**src/rtl/pli_pkg.sv**
```systemverilog
// shared types and codes for the piecewise linear interpolation core
package pli_pkg;

    localparam int MAX_POINTS_DEF = 64;

    localparam logic [1:0] ACT_CLEAR  = 2'd0;
    localparam logic [1:0] ACT_APPEND = 2'd1;
    localparam logic [1:0] ACT_QUERY  = 2'd2;

    localparam logic [1:0] ST_OK    = 2'd0;
    localparam logic [1:0] ST_FULL  = 2'd1;
    localparam logic [1:0] ST_EMPTY = 2'd2;

    localparam logic [1:0] K_DIRECT = 2'd0;
    localparam logic [1:0] K_WRITE  = 2'd1;
    localparam logic [1:0] K_QUERY  = 2'd2;

    localparam logic [7:0] Y_MAX = 8'd255;

    typedef struct packed {
        logic [1:0] kind;
        logic [1:0] status;
        logic [7:0] x;
        logic [7:0] y;
        logic [7:0] qx;
    } t_cmd;

endpackage

```
**src/rtl/pli_if.sv**
```systemverilog
// item channels of the interpolation core
interface pli_in_if;
    logic       valid;
    logic       ready;
    logic [1:0] action;
    logic [7:0] point_x;
    logic [7:0] point_y;
    logic [7:0] query_x;
    modport source (output valid, action, point_x, point_y, query_x, input ready);
    modport sink   (input valid, action, point_x, point_y, query_x, output ready);
endinterface

interface pli_out_if;
    logic       valid;
    logic       ready;
    logic [7:0] result_y;
    logic [1:0] status;
    modport source (output valid, result_y, status, input ready);
    modport sink   (input valid, result_y, status, output ready);
endinterface

```
**src/rtl/pli_ram.sv**
```systemverilog
// generic single port ram with registered read
module pli_ram #(
    parameter int WIDTH = 16,
    parameter int DEPTH = 64
) (
    input  logic                     i_clk,
    input  logic                     i_we,
    input  logic [$clog2(DEPTH)-1:0] i_addr,
    input  logic [WIDTH-1:0]         i_wdata,
    output logic [WIDTH-1:0]         o_rdata
);
    logic [WIDTH-1:0] r_mem [DEPTH];
    logic [WIDTH-1:0] r_rdata;

    always_ff @(posedge i_clk) begin
        if (i_we) begin
            r_mem[i_addr] <= i_wdata;
        end
        r_rdata <= r_mem[i_addr];
    end

    assign o_rdata = r_rdata;
endmodule

```
**src/rtl/pli_front.sv**
```systemverilog
// front end: accepts items, tracks the point count and classifies each item
module pli_front #(
    parameter int MAX_POINTS = pli_pkg::MAX_POINTS_DEF,
    localparam int CW = $clog2(MAX_POINTS + 1)
) (
    input  logic          i_clk,
    input  logic          i_rst_n,
    pli_in_if.sink        i_item,
    input  logic          i_full,
    output logic          o_push,
    output pli_pkg::t_cmd o_cmd,
    output logic [CW-1:0] o_cnt
);
    logic [CW-1:0] r_cnt;
    logic [CW-1:0] n_cnt;
    pli_pkg::t_cmd cmd;

    assign i_item.ready = !i_full;
    assign o_push = i_item.valid && !i_full;

    always_comb begin
        n_cnt = r_cnt;
        cmd.kind = pli_pkg::K_DIRECT;
        cmd.status = pli_pkg::ST_OK;
        cmd.x = i_item.point_x;
        cmd.y = i_item.point_y;
        cmd.qx = i_item.query_x;
        unique case (i_item.action)
            pli_pkg::ACT_CLEAR: begin
                n_cnt = '0;
            end
            pli_pkg::ACT_APPEND: begin
                if (r_cnt < CW'(MAX_POINTS)) begin
                    cmd.kind = pli_pkg::K_WRITE;
                    n_cnt = r_cnt + CW'(1);
                end else begin
                    cmd.status = pli_pkg::ST_FULL;
                end
            end
            pli_pkg::ACT_QUERY: begin
                if (r_cnt == '0) begin
                    cmd.status = pli_pkg::ST_EMPTY;
                end else begin
                    cmd.kind = pli_pkg::K_QUERY;
                end
            end
            default: begin
            end
        endcase
    end

    assign o_cmd = cmd;
    assign o_cnt = r_cnt;

    always_ff @(posedge i_clk) begin
        if (!i_rst_n) begin
            r_cnt <= '0;
        end else if (o_push) begin
            r_cnt <= n_cnt;
        end
    end
endmodule

```
**src/rtl/pli_queue.sv**
```systemverilog
// two entry queue between front and back
module pli_queue #(
    parameter int WIDTH = 32
) (
    input  logic             i_clk,
    input  logic             i_rst_n,
    input  logic             i_push,
    input  logic [WIDTH-1:0] i_data,
    output logic             o_full,
    input  logic             i_pop,
    output logic             o_valid,
    output logic [WIDTH-1:0] o_data
);
    logic [WIDTH-1:0] r_mem [2];
    logic             r_wp;
    logic             r_rp;
    logic [1:0]       r_cnt;

    assign o_full = r_cnt == 2'd2;
    assign o_valid = r_cnt != 2'd0;
    assign o_data = r_mem[r_rp];

    always_ff @(posedge i_clk) begin
        if (i_push) begin
            r_mem[r_wp] <= i_data;
        end
    end

    always_ff @(posedge i_clk) begin
        if (!i_rst_n) begin
            r_wp <= 1'b0;
            r_rp <= 1'b0;
            r_cnt <= 2'd0;
        end else begin
            if (i_push) begin
                r_wp <= !r_wp;
            end
            if (i_pop) begin
                r_rp <= !r_rp;
            end
            r_cnt <= r_cnt + 2'(i_push) - 2'(i_pop);
        end
    end
endmodule

```
**src/rtl/pli_back.sv**
```systemverilog
// back end: table writes, segment scan, multiply, serial divide, saturation
module pli_back #(
    parameter int MAX_POINTS = pli_pkg::MAX_POINTS_DEF,
    localparam int CW = $clog2(MAX_POINTS + 1),
    localparam int IW = $clog2(MAX_POINTS)
) (
    input  logic          i_clk,
    input  logic          i_rst_n,
    input  logic          i_valid,
    input  pli_pkg::t_cmd i_cmd,
    input  logic [CW-1:0] i_cnt,
    output logic          o_pop,
    pli_out_if.source     o_result
);
    localparam logic [3:0] S_IDLE = 4'd0;
    localparam logic [3:0] S_ONE  = 4'd1;
    localparam logic [3:0] S_SCAN = 4'd2;
    localparam logic [3:0] S_FA   = 4'd3;
    localparam logic [3:0] S_FB   = 4'd4;
    localparam logic [3:0] S_FC   = 4'd5;
    localparam logic [3:0] S_MUL  = 4'd6;
    localparam logic [3:0] S_SGN  = 4'd7;
    localparam logic [3:0] S_DIV  = 4'd8;
    localparam logic [3:0] S_FIN  = 4'd9;

    logic [3:0]         r_state;
    logic [IW-1:0]      r_seg;
    logic [CW-1:0]      r_cnt;
    logic [7:0]         r_qx;
    logic [7:0]         r_xa, r_ya, r_xb, r_yb;
    logic signed [17:0] r_prod;
    logic signed [8:0]  r_den;
    logic [15:0]        r_quo;
    logic [8:0]         r_rem;
    logic [7:0]         r_dmag;
    logic               r_neg;
    logic [3:0]         r_step;
    logic               r_ov;
    logic [7:0]         r_res;
    logic [1:0]         r_st;

    logic               we;
    logic [IW-1:0]      addr;
    logic [15:0]        rdata;
    logic               free;
    logic               take;
    logic               set_ov;
    logic [7:0]         rx, ry;
    logic [CW-1:0]      seg_next;
    logic [CW-1:0]      seg_sel;
    logic [CW-1:0]      lim;
    logic signed [8:0]  dy, dq;
    logic [8:0]         rem2;
    logic signed [16:0] qs;
    logic signed [17:0] rc;
    logic [17:0]        pmag;

    assign rx = rdata[15:8];
    assign ry = rdata[7:0];
    assign free = !r_ov || o_result.ready;
    assign take = r_state == S_IDLE && i_valid && free;
    assign o_pop = take;
    assign we = take && i_cmd.kind == pli_pkg::K_WRITE;

    // a result item is loaded this cycle
    assign set_ov = (take && i_cmd.kind != pli_pkg::K_QUERY) || r_state == S_ONE
                    || (r_state == S_MUL && r_xa == r_xb) || r_state == S_FIN;

    assign seg_next = CW'(r_seg) + CW'(1);
    assign lim = r_cnt - CW'(2);

    always_comb begin
        seg_sel = (r_seg == '0) ? '0 : CW'(r_seg) - CW'(1);
        if (seg_sel > lim) begin
            seg_sel = lim;
        end
    end

    always_comb begin
        priority case (1'b1)
            take:              addr = we ? i_cnt[IW-1:0] : '0;
            r_state == S_SCAN: addr = seg_next[IW-1:0];
            r_state == S_FB:   addr = r_seg + IW'(1);
            default:           addr = r_seg;
        endcase
    end

    pli_ram #(.WIDTH(16), .DEPTH(MAX_POINTS)) u_ram (
        .i_clk   (i_clk),
        .i_we    (we),
        .i_addr  (addr),
        .i_wdata ({i_cmd.x, i_cmd.y}),
        .o_rdata (rdata)
    );

    assign dy = $signed({1'b0, r_yb}) - $signed({1'b0, r_ya});
    assign dq = $signed({1'b0, r_qx}) - $signed({1'b0, r_xa});
    assign rem2 = {r_rem[7:0], r_quo[15]};
    assign qs = r_neg ? -$signed({1'b0, r_quo}) : $signed({1'b0, r_quo});
    assign rc = $signed({10'd0, r_ya}) + 18'(qs);
    assign pmag = r_prod[17] ? 18'(-r_prod) : 18'(r_prod);

    always_ff @(posedge i_clk) begin
        if (!i_rst_n) begin
            r_ov <= 1'b0;
        end else if (set_ov) begin
            r_ov <= 1'b1;
        end else if (o_result.ready) begin
            r_ov <= 1'b0;
        end
    end

    always_ff @(posedge i_clk) begin
        if (!i_rst_n) begin
            r_state <= S_IDLE;
        end else begin
            unique case (r_state)
                S_IDLE: begin
                    if (take) begin
                        r_cnt <= i_cnt;
                        r_qx <= i_cmd.qx;
                        r_seg <= '0;
                        if (i_cmd.kind == pli_pkg::K_QUERY) begin
                            r_state <= (i_cnt == CW'(1)) ? S_ONE : S_SCAN;
                        end else begin
                            r_res <= '0;
                            r_st <= i_cmd.status;
                        end
                    end
                end
                S_ONE: begin
                    r_res <= ry;
                    r_st <= pli_pkg::ST_OK;
                    r_state <= S_IDLE;
                end
                S_SCAN: begin
                    if (r_qx >= rx) begin
                        r_seg <= seg_sel[IW-1:0];
                        r_state <= S_FA;
                    end else if (seg_next == r_cnt) begin
                        r_seg <= lim[IW-1:0];
                        r_state <= S_FA;
                    end else begin
                        r_seg <= seg_next[IW-1:0];
                    end
                end
                S_FA: begin
                    r_state <= S_FB;
                end
                S_FB: begin
                    r_xa <= rx;
                    r_ya <= ry;
                    r_state <= S_FC;
                end
                S_FC: begin
                    r_xb <= rx;
                    r_yb <= ry;
                    r_state <= S_MUL;
                end
                S_MUL: begin
                    if (r_xa == r_xb) begin
                        r_res <= r_ya;
                        r_st <= pli_pkg::ST_OK;
                        r_state <= S_IDLE;
                    end else begin
                        r_prod <= 18'(dy * dq);
                        r_den <= $signed({1'b0, r_xb}) - $signed({1'b0, r_xa});
                        r_state <= S_SGN;
                    end
                end
                S_SGN: begin
                    r_quo <= pmag[15:0];
                    r_dmag <= r_den[8] ? 8'(-r_den) : r_den[7:0];
                    r_neg <= r_prod[17] ^ r_den[8];
                    r_rem <= '0;
                    r_step <= '0;
                    r_state <= S_DIV;
                end
                S_DIV: begin
                    if (rem2 >= {1'b0, r_dmag}) begin
                        r_rem <= rem2 - {1'b0, r_dmag};
                        r_quo <= {r_quo[14:0], 1'b1};
                    end else begin
                        r_rem <= rem2;
                        r_quo <= {r_quo[14:0], 1'b0};
                    end
                    r_step <= r_step + 4'd1;
                    if (r_step == 4'd15) begin
                        r_state <= S_FIN;
                    end
                end
                S_FIN: begin
                    priority if (rc < 0) begin
                        r_res <= '0;
                    end else if (rc > $signed({10'd0, pli_pkg::Y_MAX})) begin
                        r_res <= pli_pkg::Y_MAX;
                    end else begin
                        r_res <= rc[7:0];
                    end
                    r_st <= pli_pkg::ST_OK;
                    r_state <= S_IDLE;
                end
                default: begin
                    r_state <= S_IDLE;
                end
            endcase
        end
    end

    assign o_result.valid = r_ov;
    assign o_result.result_y = r_res;
    assign o_result.status = r_st;
endmodule

```
**src/rtl/piecewise_linear_interp_core.sv**
```systemverilog
// piecewise linear interpolation table, top level
// i_item carries one command per item: clear, append point or query at x.
// o_result returns exactly one item per command, result_y and status, in order.
// the front end classifies items and keeps the point count; a two entry
// queue decouples it from the back end, which owns the point memory.
// clear, append and unused codes, and items refused as full or empty, load
// their result as the back end takes them. a query with one point returns
// that point's y; otherwise the scan reads one point a cycle over the single
// ram port until a point at or below query x is found or the last point is
// reached, then the segment is fetched, the product and signs are formed, a
// restoring divider works out the 16 bit quotient and the result saturates.
// one query is worked on at a time.
// synchronous active low reset empties the table and the queue; stored points
// are not cleared and are only read below the point count.
// a stalled receiver holds the result register; the queue keeps taking items
// until it is full, then i_item.ready drops.
module piecewise_linear_interp_core #(
    parameter int MAX_POINTS = pli_pkg::MAX_POINTS_DEF
) (
    input  logic      i_clk,
    input  logic      i_rst_n,
    pli_in_if.sink    i_item,
    pli_out_if.source o_result
);
    localparam int CW = $clog2(MAX_POINTS + 1);
    localparam int QW = $bits(pli_pkg::t_cmd) + CW;

    logic          full;
    logic          push;
    pli_pkg::t_cmd f_cmd;
    logic [CW-1:0] f_cnt;
    logic          pop;
    logic          q_valid;
    logic [QW-1:0] q_data;
    pli_pkg::t_cmd b_cmd;
    logic [CW-1:0] b_cnt;

    pli_front #(.MAX_POINTS(MAX_POINTS)) u_front (
        .i_clk   (i_clk),
        .i_rst_n (i_rst_n),
        .i_item  (i_item),
        .i_full  (full),
        .o_push  (push),
        .o_cmd   (f_cmd),
        .o_cnt   (f_cnt)
    );

    pli_queue #(.WIDTH(QW)) u_queue (
        .i_clk   (i_clk),
        .i_rst_n (i_rst_n),
        .i_push  (push),
        .i_data  ({f_cmd, f_cnt}),
        .o_full  (full),
        .i_pop   (pop),
        .o_valid (q_valid),
        .o_data  (q_data)
    );

    assign b_cmd = q_data[QW-1:CW];
    assign b_cnt = q_data[CW-1:0];

    pli_back #(.MAX_POINTS(MAX_POINTS)) u_back (
        .i_clk    (i_clk),
        .i_rst_n  (i_rst_n),
        .i_valid  (q_valid),
        .i_cmd    (b_cmd),
        .i_cnt    (b_cnt),
        .o_pop    (pop),
        .o_result (o_result)
    );
endmodule
```
**src/flat_wrapper.sv**
```systemverilog
// flat-port wrapper written by rule: the top's interface ports become plain ports
module piecewise_linear_interp_core_flat 
#(
    parameter int MAX_POINTS = pli_pkg::MAX_POINTS_DEF
)
  (i_clk, i_rst_n, i_item_valid, i_item_action, i_item_point_x, i_item_point_y, i_item_query_x, i_item_ready, o_result_valid, o_result_result_y, o_result_status, o_result_ready);
  pli_in_if i_item_i ();
  pli_out_if o_result_i ();
  input  logic i_clk;
  input  logic i_rst_n;
  input wire logic [$bits(i_item_i.valid)-1:0] i_item_valid;
  input wire logic [$bits(i_item_i.action)-1:0] i_item_action;
  input wire logic [$bits(i_item_i.point_x)-1:0] i_item_point_x;
  input wire logic [$bits(i_item_i.point_y)-1:0] i_item_point_y;
  input wire logic [$bits(i_item_i.query_x)-1:0] i_item_query_x;
  output wire logic [$bits(i_item_i.ready)-1:0] i_item_ready;
  output wire logic [$bits(o_result_i.valid)-1:0] o_result_valid;
  output wire logic [$bits(o_result_i.result_y)-1:0] o_result_result_y;
  output wire logic [$bits(o_result_i.status)-1:0] o_result_status;
  input wire logic [$bits(o_result_i.ready)-1:0] o_result_ready;
  assign i_item_i.valid = i_item_valid;
  assign i_item_i.action = i_item_action;
  assign i_item_i.point_x = i_item_point_x;
  assign i_item_i.point_y = i_item_point_y;
  assign i_item_i.query_x = i_item_query_x;
  assign i_item_ready = i_item_i.ready;
  assign o_result_valid = o_result_i.valid;
  assign o_result_result_y = o_result_i.result_y;
  assign o_result_status = o_result_i.status;
  assign o_result_i.ready = o_result_ready;
  piecewise_linear_interp_core #(.MAX_POINTS(MAX_POINTS)) u_core (.i_clk(i_clk), .i_rst_n(i_rst_n), .i_item(i_item_i), .o_result(o_result_i));
endmodule
```
**config.mk**
```make
export PLATFORM = sky130hd
export DESIGN_NAME = piecewise_linear_interp_core_flat
export DESIGN_NICKNAME = d
export VERILOG_FILES = /design/src/rtl/pli_pkg.sv /design/src/rtl/pli_if.sv /design/src/rtl/pli_ram.sv /design/src/rtl/pli_front.sv /design/src/rtl/pli_queue.sv /design/src/rtl/pli_back.sv /design/src/rtl/piecewise_linear_interp_core.sv /design/src/flat_wrapper.sv
export SDC_FILE = /design/constraint.sdc
export NUM_CORES = 2
export LEC_CHECK = 0
export BUFFER_PORTS_ARGS = -buffer_cell sky130_fd_sc_hd__buf_4
export CAP_MARGIN = 0
export CORE_UTILIZATION = 41
export DETAILED_ROUTE_END_ITERATION = 8
export GPL_TIMING_DRIVEN = 0
export RECOVER_POWER = 50
export SYNTH_ARGS = -nofsm -noshare
export SYNTH_HDL_FRONTEND = slang
export SYNTH_SLANG_ARGS = --single-unit
```
**constraint.sdc**
```tcl
create_clock -name i_clk -period 7.5 [get_ports i_clk]
set_clock_uncertainty 0.05 [all_clocks]
set_input_delay 0.75 -clock i_clk [delete_from_list [all_inputs] [get_ports i_clk]]
set_output_delay 0.75 -clock i_clk [all_outputs]
set_load 0.01 [all_outputs]
```
==> impl_metrics.csv <==
group,metric,value,unit
cells_and_area,layout.cells.non_filler,5634,
clock_tree,clk_pin_slew_worst_paths,0.06,ns
die,start_util,0.4144,
cells_and_area,fin_nets,4012,
power,pwr-share-seq,0.313,
timing,setup_violations,0,
timing,relSlewSlack,-0.8355,
power,switchingPower,0.01220,W
cells_and_area,area_delta_synth_final,14.00,%
die,fp.dieW,364.2,µm
die,die_area,0.1326,mm²
synth,synth_top_cell_area_share,0.6811,
detailed_routing,ant_nets,0,
synth,synth_common_cells,"edfxtp_1, nand2_1, a22oi_1, nor2_1, inv_1",
detailed_routing,viasPerCell,6.148,
critical_path,cp-start-kind,"register",
die,chipHeight,364.2,µm
critical_path,worst-setup-path-type,"register to register",
status,status,"finished, violations left",
synth,yosysTopAreaCell,"edfxtp_1",
timing,period_share,0.9773,
die,ioPinCount,42,
clock_tree,cts.htree.levels,4,
clock_tree,cts_tree,"yes",
synth,ys.flop_type,"edfxtp_1",
synth,synth_seq_cells,1253,
grt,grt_pass1_wl,245.8,mm
synth,syn-cell-area,0.05379,mm²
detailed_routing,drtIter0Drc,5295,
grt,grt.total_usage,0.2646,
timing,rsz0062_at_grt,"false",
timing,tightest_slew,2.753,ns
clock_tree,numClockSinks,1253,
synth,synth_most_common_cell,"edfxtp_1",
timing,slew_viol_final,1081,
power,internal-power,0.01663,W
clock_tree,ctsHoldBuffers,0,
timing,final.min_clock_period,7.330,ns
critical_path,worstSetupEndpointType,"register",
flow_run,drv_cap,19,
die,num_rows,132,
clock_tree,clock_path_buffers,3,
cells_and_area,final_core_util,0.4724,
power,ir_worst_vdd,0.6721,mV
cells_and_area,diodes,0,
power,combinationalPowerShare,0.470,
power,clock_power_share,0.217,
clock_tree,numCtsBuffers,130,
critical_path,crit_required,7.90,ns
synth,synth_area_leaders,"edfxtp_1, a22oi_1, fa_1",
detailed_routing,vias,34640,
place,place_congestion,0.9404,
synth,synth_edf_count,1220,
place,io_buffers,41,
detailed_routing,drc_errors,0,
grt,grt_max_degree,65,
detailed_routing,wl_per_cell,31.25,µm
synth,netlist_instances,3586,
place,place_hpwl,115.3,mm
synth,synth_warnings,0,
timing,fmax,136.4,MHz
clock_tree,cts-root-buf,"clkbuf_16",
detailed_routing,wl,176.1,mm
place,dp_cells,5408,
power,swShare,0.4231,
timing,hold_viol,0,
power,p_per_area,470.1,mW/mm²
synth,synth.distinct_cells,86,
hold_path,min_path_type,"primary input to register",
grt,grt_pass1_vias,33390,
synth,synthArstFlopShare,0,
synth,synth_nets,3800,
critical_path,path_max_fanout,10,
clock_tree,clk_latency,0.75,ns
synth,synth_area_per_cell,15.00,µm²
synth,seq_area_frac_synth,0.6934,
status,violations,"max-capacitance violations, max-slew violations",
grt,antenna_found_initial,3,
detailed_routing,drt-pass1-iter-count,7,
die,coreArea,0.1298,mm²
cells_and_area,num-fill-cells,11280,
power,p_leak,20.67,nW
grt,grt_overflow_total,0,
critical_path,critPathArrivalTime,7.73,ns
cells_and_area,drive_above_1_share,0.1195,
## registers in the layout, summed over array words and instances, names as in the netlist, 7 cells and up, named ones only
| signal | count |
|---|---|
| u_core.u_back.r_dmag | 8 |
| u_core.u_back.r_ya | 8 |
| u_core.u_back.u_ram.r_mem | 1024 |
| u_core.u_back.r_xb | 8 |
| u_core.u_front.o_cnt | 7 |
| u_core.u_back.r_xa | 8 |
| u_core.u_back.r_den | 9 |
| u_core.u_back.r_prod | 17 |
| u_core.u_back.u_ram.o_rdata | 16 |
| u_core.u_back.r_rem | 8 |
| u_core.u_back.r_qx | 8 |
| u_core.u_back.o_result.result_y | 8 |
| u_core.u_back.r_cnt | 7 |
| u_core.u_back.r_yb | 8 |
| u_core.u_back.r_quo | 16 |
| u_core.u_queue.r_mem | 70 |
## cell type report
type / instances / area (µm²) / area share
Buffer: 164 / 762.0 / 0.01243
Clock buffer: 163 / 3492 / 0.05695
Clock inverter: 63 / 541.8 / 0.008835
Inverter: 162 / 608.1 / 0.009917
Multi-Input combinational cell: 2006 / 15530 / 0.2532
Sequential cell: 1253 / 37300 / 0.6082
Tap cell: 1742 / 2180 / 0.03554
Timing Repair Buffer: 81 / 913.4 / 0.01490
## repair_timing
action | in CTS | in global routing
buffers inserted | 0 | 1
resized for setup | 2 | 8
pin swaps | 0 | 2
setup endpoints to repair | 2 | 4
## worst max-delay path: stages, from the launching register on
cell and delay [ns]:
dfxtp_1 0.31, clkbuf_1 0.22, nor4_1 0.78, o2111ai_1 0.81
o221ai_1 1.13, nand2b_1 0.27, nand2b_1 0.21, clkbuf_1 0.98
buf_1 0.93, a41oi_1 0.33, nor3_1 0.52, nand3_1 0.46
## stage by stage
step,TNS [ns],instance area [µm²],hold WS (ns),total power [W],setup slack [ns]
final,0,61320,0.1497,0.02883,0.1701
after floorplan,0,53790,0.3756,0.01698,0.8323
after global routing,0,61320,0.1248,0.02987,0.03307
after detailed placement,-0.1397,57420,0.4154,0.02224,-0.09430
after CTS,0,61470,0.07838,0.02845,0.1499
after global placement,-30.93,56280,0.4056,0.02209,-0.3046
## power groups by stage
stage	registers, W	clock network [W]	logic, W
6_report	0.00902	0.00626	0.0136
5_1_grt	0.00904	0.00656	0.0143
4_1_cts	0.00897	0.00627	0.0132
3_5_place_dp	0.00911	0	0.0131
3_3_place_gp	0.00911	0	0.0130
2_1_floorplan	0.00904	0	0.00794
## placed cells by master, fill, tap and decap left out, drive strengths merged, types with 28 or more instances in the layout
cell	netlist	routed
nand2b	38	38
and3	49	49
o21ai	94	94
xor2	37	37
mux2	69	69
o22ai	47	47
a31oi	35	35
inv	162	171
buf	101	132
a22oi	230	230
xnor2	74	74
ha	108	108
a21oi	87	87
clkbuf	64	274
nor3	28	28
dfxtp	33	33
clkinv	0	44
nor2	197	197
fa	76	76
nand3	51	51
edfxtp	1220	1220
mux2i	127	127
nand2	234	234
## path summary, 6_finish.rpt
kind / slack [ns] / endpoint / startpoint / cells past startpoint
hold reg to reg: 0.43 / u_core.u_back.r_xb[2] / u_core.u_back.u_ram.o_rdata[10] / 0
setup / recovery: 0.17 / u_core.u_back.u_ram.o_rdata[3] / u_core.u_back.r_state[3] / 11
setup reg to reg: 0.17 / u_core.u_back.u_ram.o_rdata[3] / u_core.u_back.r_state[3] / 11
hold / removal: 0.15 / u_core.u_queue.r_mem[0][24] / i_item_point_x[1] / 1
## per-layer routing
layer	GRT usage	vias to the layer above	routed length, µm
met4	0.1337	4	9876
met1	0.3411	17480	66930
met5	0	-	27
met3	0.07153	509	19860
met2	0.4105	2261	79390
li1	-	14390	-
## kinds of logic (layout without fill, tap and decap cells)
kind of cell             count (synthesis)  in the layout  share of synthesized area
XOR/XNOR                               111            111                    0.01807
flip-flops                            1253           1253                     0.6934
multiplexers                           199            199                    0.03933
AO/OA/AOI/OAI                          771            771                     0.1027
buffers and inverters                  327            633                    0.02577
adder cells (fa/ha/maj)                184            184                    0.05341
AND/OR/NAND/NOR                        741            741                    0.06736
No activity file was read; power rests on OpenSTA's default activity.
